<file path="src/mrrc_pkg.sv">
// Shared types, constants and the CRC-16 byte update for the response checker.
`default_nettype none
package mrrc_pkg;

    localparam int RX_BUFFER_BYTES_DEF = 64;
    localparam int LAST_READ_CODE_DEF  = 4;
    localparam int FIFO_DEPTH          = 4;

    localparam logic [15:0] CRC_SEED      = 16'hFFFF;
    localparam logic [15:0] CRC_POLY      = 16'hA001;
    localparam logic [15:0] CRC_KEEP      = 16'h7FFF;
    localparam logic [15:0] TIMEOUT_RESET = 16'd100;
    localparam logic [15:0] IDLE_MAX      = 16'hFFFF;

    typedef enum logic [1:0] {
        ACT_START = 2'd0,
        ACT_BYTE  = 2'd1,
        ACT_TICK  = 2'd2
    } action_t;

    typedef enum logic [1:0] {
        REASON_NONE  = 2'd0,
        REASON_ECHO  = 2'd1,
        REASON_SHORT = 2'd2,
        REASON_CRC   = 2'd3
    } reason_t;

    typedef enum logic {
        ST_IDLE   = 1'b0,
        ST_LISTEN = 1'b1
    } state_t;

    typedef struct packed {
        action_t    kind;
        logic [7:0] data;
    } cmd_t;

    function automatic logic [15:0] crc_byte(input logic [15:0] crc, input logic [7:0] b);
        logic [15:0] c;
        c = crc ^ {8'h00, b};
        for (int k = 0; k < 8; k++) begin
            if (c[0])
                c = ((c >> 1) & CRC_KEEP) ^ CRC_POLY;
            else
                c = (c >> 1) & CRC_KEEP;
        end
        return c;
    endfunction

endpackage
`default_nettype wire

</file>
<file path="src/mrrc_back.sv">
// Execute side: frame state, CRC-16, idle timer and the result register.
`default_nettype none
module mrrc_back
    import mrrc_pkg::*;
#(
    parameter int RX_BUFFER_BYTES = RX_BUFFER_BYTES_DEF,
    parameter int LAST_READ_CODE  = LAST_READ_CODE_DEF
)
(
    input  wire logic        clk,
    input  wire logic        rst_n,
    input  wire logic        cfg_valid,
    input  wire logic [15:0] cfg_data,
    input  wire logic        q_not_empty,
    input  wire cmd_t        q_head,
    output logic             q_pop,
    output logic             m_axis_tvalid,
    input  wire logic        m_axis_tready,
    output logic [15:0]      m_axis_tdata
);

    localparam logic [7:0] RX_LIMIT  = 8'(RX_BUFFER_BYTES);
    localparam logic [8:0] RX_LEN    = 9'(RX_BUFFER_BYTES);
    localparam logic [7:0] LAST_READ = 8'(LAST_READ_CODE);

    state_t      state_reg, state_next;
    logic [15:0] timeout_reg;
    logic [7:0]  expected_reg, expected_next;
    logic [7:0]  count_reg, count_next;
    logic [8:0]  left_reg, left_next, left_dec;
    logic        echo_bad_reg, echo_bad_next;
    logic [15:0] idle_reg, idle_next;
    logic [15:0] crc_reg, crc_next;
    logic [7:0]  last0_reg, last0_next;
    logic [7:0]  last1_reg, last1_next;
    logic        out_valid_reg, out_valid_next;
    logic [15:0] out_data_reg, out_data_next;
    logic        close;
    logic        res_ok;
    reason_t     res_reason;

    assign q_pop         = q_not_empty && (!out_valid_reg || m_axis_tready);
    assign m_axis_tvalid = out_valid_reg;
    assign m_axis_tdata  = out_data_reg;

    always_comb
    begin
        state_next    = state_reg;
        expected_next = expected_reg;
        count_next    = count_reg;
        left_next     = left_reg;
        echo_bad_next = echo_bad_reg;
        idle_next     = idle_reg;
        crc_next      = crc_reg;
        last0_next    = last0_reg;
        last1_next    = last1_reg;
        left_dec      = (left_reg != '0) ? left_reg - 1'b1 : left_reg;
        close         = 1'b0;

        if (q_pop)
        begin
            unique case (q_head.kind)
                ACT_START:
                begin
                    state_next    = ST_LISTEN;
                    expected_next = q_head.data;
                    count_next    = '0;
                    left_next     = '0;
                    echo_bad_next = 1'b0;
                    idle_next     = '0;
                    crc_next      = CRC_SEED;
                    last0_next    = '0;
                    last1_next    = '0;
                end
                ACT_BYTE:
                begin
                    if (state_reg == ST_LISTEN)
                    begin
                        if (count_reg >= 8'd2)
                            crc_next = crc_byte(crc_reg, last0_reg);
                        last0_next = last1_reg;
                        last1_next = q_head.data;
                        count_next = count_reg + 1'b1;
                        idle_next  = '0;
                        if (count_next == 8'd2)
                        begin
                            if (q_head.data != expected_reg)
                                echo_bad_next = 1'b1;
                        end
                        else if (count_next == 8'd3)
                        begin
                            if (expected_reg <= LAST_READ)
                                left_next = {1'b0, q_head.data} + 9'd2;
                            else
                                left_next = RX_LEN;
                        end
                        else if (count_next > 8'd3)
                        begin
                            left_next = left_dec;
                            if (left_dec == '0)
                                close = 1'b1;
                        end
                        if (count_next >= RX_LIMIT)
                            close = 1'b1;
                    end
                end
                ACT_TICK:
                begin
                    if (state_reg == ST_LISTEN)
                    begin
                        if (idle_reg >= timeout_reg)
                            close = 1'b1;
                        else if (idle_reg != IDLE_MAX)
                            idle_next = idle_reg + 1'b1;
                    end
                end
                default:
                begin
                    close = 1'b0;
                end
            endcase
        end

        if (close)
            state_next = ST_IDLE;

        res_ok     = 1'b0;
        res_reason = REASON_NONE;
        if (echo_bad_next)
            res_reason = REASON_ECHO;
        else if (count_next < 8'd3)
            res_reason = REASON_SHORT;
        else if (last0_next != crc_next[7:0] || last1_next != crc_next[15:8])
            res_reason = REASON_CRC;
        else
            res_ok = 1'b1;

        out_valid_next = out_valid_reg && !m_axis_tready;
        out_data_next  = out_data_reg;
        if (close)
        begin
            out_valid_next = 1'b1;
            out_data_next  = {5'b0, count_next, res_reason, res_ok};
        end
    end

    always_ff @(posedge clk or negedge rst_n)
    begin
        if (!rst_n)
        begin
            state_reg     <= ST_IDLE;
            timeout_reg   <= TIMEOUT_RESET;
            expected_reg  <= '0;
            count_reg     <= '0;
            left_reg      <= '0;
            echo_bad_reg  <= 1'b0;
            idle_reg      <= '0;
            crc_reg       <= CRC_SEED;
            last0_reg     <= '0;
            last1_reg     <= '0;
            out_valid_reg <= 1'b0;
        end
        else
        begin
            state_reg     <= state_next;
            expected_reg  <= expected_next;
            count_reg     <= count_next;
            left_reg      <= left_next;
            echo_bad_reg  <= echo_bad_next;
            idle_reg      <= idle_next;
            crc_reg       <= crc_next;
            last0_reg     <= last0_next;
            last1_reg     <= last1_next;
            out_valid_reg <= out_valid_next;
            if (cfg_valid)
                timeout_reg <= cfg_data;
        end
    end

    always_ff @(posedge clk)
    begin
        out_data_reg <= out_data_next;
    end

endmodule
`default_nettype wire

</file>
<file path="config.mk">
export PLATFORM = sky130hd
export DESIGN_NAME = mrrc_back
export DESIGN_NICKNAME = d
export VERILOG_FILES = /design/src/mrrc_pkg.sv /design/src/mrrc_back.sv
export SDC_FILE = /design/constraint.sdc
export NUM_CORES = 1
export LEC_CHECK = 0
export BUFFER_PORTS_ARGS = -buffer_cell sky130_fd_sc_hd__buf_2
export CAP_MARGIN = 20
export CORE_MARGIN = 3
export CORE_UTILIZATION = 55
export CTS_CLUSTER_DIAMETER = 30
export DETAILED_ROUTE_END_ITERATION = 16
export MAX_ROUTING_LAYER = met4
export PLACE_DENSITY_LB_ADDON = 0.3
export SLEW_MARGIN = 20
export SYNTH_ARGS = -nofsm -noshare
export SYNTH_HDL_FRONTEND = slang
export SYNTH_SLANG_ARGS = --single-unit
</file>
<file path="constraint.sdc">
create_clock -name clk -period 6.7 [get_ports clk]
set_input_delay 0.67 -clock clk [delete_from_list [all_inputs] [get_ports clk]]
set_output_delay 0.67 -clock clk [all_outputs]
set_load 0.01 [all_outputs]
</file>
==> results.json <==
{
  "grt_pass1_vias": 4689,
  "hold_slack_ps": 252,
  "wire_per_inst_um": 17.3,
  "cts_sinks": 103,
  "design_area_mm2": 0.00664,
  "die_h_um": 112,
  "grt_overflow": 0,
  "worstSkewPairLatency_ps": 380,
  "power.leakage_uw": 0.00298,
  "timing.final.crit_period_ps": 3630,
  "power_density_mw_per_mm2": 335,
  "synth_top_family_by_area": "simple AND/OR/NAND/NOR gates",
  "synthDistinctLibCells": 74,
  "synth_top_area_cell": "dfrtp_1",
  "cts_buffer_depth": 2,
  "synth_area_leaders": "dfrtp_1 (30%), dfstp_2 (8.1%), edfxtp_1 (5.4%)",
  "yosys.area_share.simple_pct": 18.3,
  "drv_cap": 0,
  "drc": 0,
  "post_cts_buffers": 0,
  "grt_max_degree": 55,
  "fin_setup_tns_ps": 0,
  "hold_class": "input port to async pin",
  "ys_dominant_reg_cell": "dfrtp_1",
  "grt_usage_pct": 23.8,
  "dr_total_vias": 4884,
  "cp_data_arrival_time_ps": 3740,
  "diodes": 0,
  "yosys_warnings": 0,
  "synth_compound_area_share_pct": 17.4,
  "final_layout_size_suffix_gt1_share_pct": 16.1,
  "synth.area.mux_share_pct": 2.81,
  "clock.fmax_ghz": 0.276,
  "die_area_mm2": 0.0125,
  "dieWidth_um": 112,
  "avgSynthCellArea_um2": 9.71,
  "place_area_mm2": 0.00642,
  "post-place-ws_ps": 2690,
  "start_util_pct": 57.9,
  "routed_wl_mm": 13.9,
  "endpoint_kind": "register",
  "path_clk_slew_ps": 90,
  "tightest_slew_ps": 931,
  "outcome": "completed",
  "yosysSeqAreaShare_pct": 43.3,
  "vdd_drop_max_mv": 0.243,
  "clock_skew_ps": 11.2,
  "final_nets": 721,
  "cp_max_fo": 25,
  "async_reset_ff_share_pct": 89.3,
  "grt_pass1_wl_mm": 23.6,
  "cts_hold_buf": 0,
  "core-area_mm2": 0.0106,
  "cp.required_ps": 6810,
  "synth-seq-cells": 103,
  "yosysTopAreaCellShare_pct": 29.8,
  "worst_slack_ps": 3070,
  "rsz0062_at_grt": "no",
  "crit_path_start_kind": "input port",
  "hpwl_mm": 10.4,
  "rrSetupSlack_ps": 3320,
  "firstDrtPassIters": 5,
  "synth_fa_ha_area_share_pct": 5.30,
  "postSynthCellCount": 632,
  "synthToLayoutAreaGrowth_pct": 8.28,
  "rows": 37,
  "slew_headroom_pct": 36.3,
  "path_class": "input port to register",
  "synth_edf_count": 11,
  "setup_violations": 0,
  "place_inst": 789,
  "post_cts_resized": 0,
  "slew_viol_final": 0,
  "fin_crit_sh_pct": 54.1,
  "instances_no_fill": 805,
  "htreeDepth": 3,
  "synth-xor-area-share_pct": 7.93,
  "syn_area_mm2": 0.00613,
  "ant_nets": 0,
  "portBuffers": 43,
  "io_pins": 49,
  "gp_congestion": 0.918,
  "cts_buffers": 9,
  "cts_tree": "yes",
  "vias_per_cell": 6.07,
  "clock-root-buffer": "clkbuf_8",
  "antenna_found_initial": 0,
  "first_iter_violations": 382,
  "hold_viol": 0
}
worst max-delay path, stage by stage:
cell and delay (ps):
buf_2 110, inv_1 70, ha_1 510, and2_4 260
and3_1 750, a22oi_1 260, and3_1 220, nor4b_2 320
nand4_1 200, nor3_2 240, a41oi_1 130
cells by family (layout without fill, tap and decap cells):
group | Yosys count | count (layout)
fa+ha+maj | 26 | 26
compound gates | 156 | 156
buf+inv | 70 | 103
simple gates | 210 | 210
other cells | 1 | 5
xor+xnor | 50 | 50
flops | 103 | 103
mux | 16 | 16
final timing paths:
kind,startpoint,to,cells past startpoint
max,q_head[9],m_axis_tdata[2],11
min,rst_n,timeout_reg[8],1
max reg2reg,count_reg[0],m_axis_tdata[2],10
min reg2reg,timeout_reg[6],timeout_reg[6],2
max in group asynchronous,rst_n,last1_reg[1],2
min in group clk,cfg_data[14],timeout_reg[14],3
metrics by stage:
| stage | utilization, % | power (µW) |
|---|---|---|
| 2_1_floorplan | - | 1580 |
| 3_3_place_gp | 60.6 | 1770 |
| 3_5_place_dp | 60.6 | 1790 |
| 4_1_cts | 62.6 | 2220 |
| 5_1_grt | 62.7 | 2360 |
| 6_report | 62.7 | 2220 |
Yosys cell counts, types with 12 or more instances:
cell and number:
dfrtp_1 73, nand2_1 56, inv_1 40, a21oi_1 31
nor2_1 31, o21ai_0 29, xnor2_1 27, ha_1 26
nand3_1 24, dfstp_2 19, xor2_1 19, a22o_1 15
clkbuf_1 15, and3_1 12
placed cells by master (no fill, tap or decap), types with 5 or more instances in the layout:
| cell type | instances |
|---|---|
| nor2_1 | 31 |
| o211ai_1 | 6 |
| a21o_1 | 8 |
| nand2b_1 | 9 |
| inv_1 | 40 |
| buf_2 | 42 |
| nand3_1 | 24 |
| a21oi_1 | 31 |
| a22o_1 | 15 |
| clkbuf_8 | 9 |
| mux2i_1 | 6 |
| nand2_1 | 56 |
| nand4_1 | 10 |
| o21a_1 | 5 |
| and2_1 | 6 |
| o21ai_0 | 29 |
| nor4_1 | 11 |
| edfxtp_1 | 11 |
| and3_1 | 12 |
| xor2_1 | 19 |
| or4_1 | 11 |
| mux2_2 | 10 |
| o31ai_1 | 10 |
| conb_1 | 5 |
| ha_1 | 26 |
| buf_4 | 5 |
| dfstp_2 | 19 |
| nor3_1 | 11 |
| a31oi_1 | 8 |
| or2_2 | 5 |
| dfrtp_1 | 73 |
| xnor2_1 | 27 |
metal layers:
layer	GRT usage, %	routed length [µm]	vias up
met4	4.46	129	0
met1	33.3	6540	2393
li1	-	-	2346
met3	4.78	762	9
met5	-	0	-
met2	36.5	6500	136
layout make-up:
class | instances | area (µm²)
fill | 869 | 3960
multi-input combinational | 463 | 3210
sequential | 103 | 2660
timing repair buffer | 47 | 248
tap | 136 | 170
inverter | 40 | 150
clock buffer | 10 | 128
clock inverter | 6 | 83.8
power breakdown:
| part | switching (µW) | internal (µW) | total (µW) |
|---|---|---|---|
| sequential | 106 | 765 | 872 |
| combinational | 513 | 417 | 930 |
| clock | 213 | 210 | 423 |
| total | 832 | 1390 | 2220 |
Note: power is estimated with default switching activity, not from simulation.
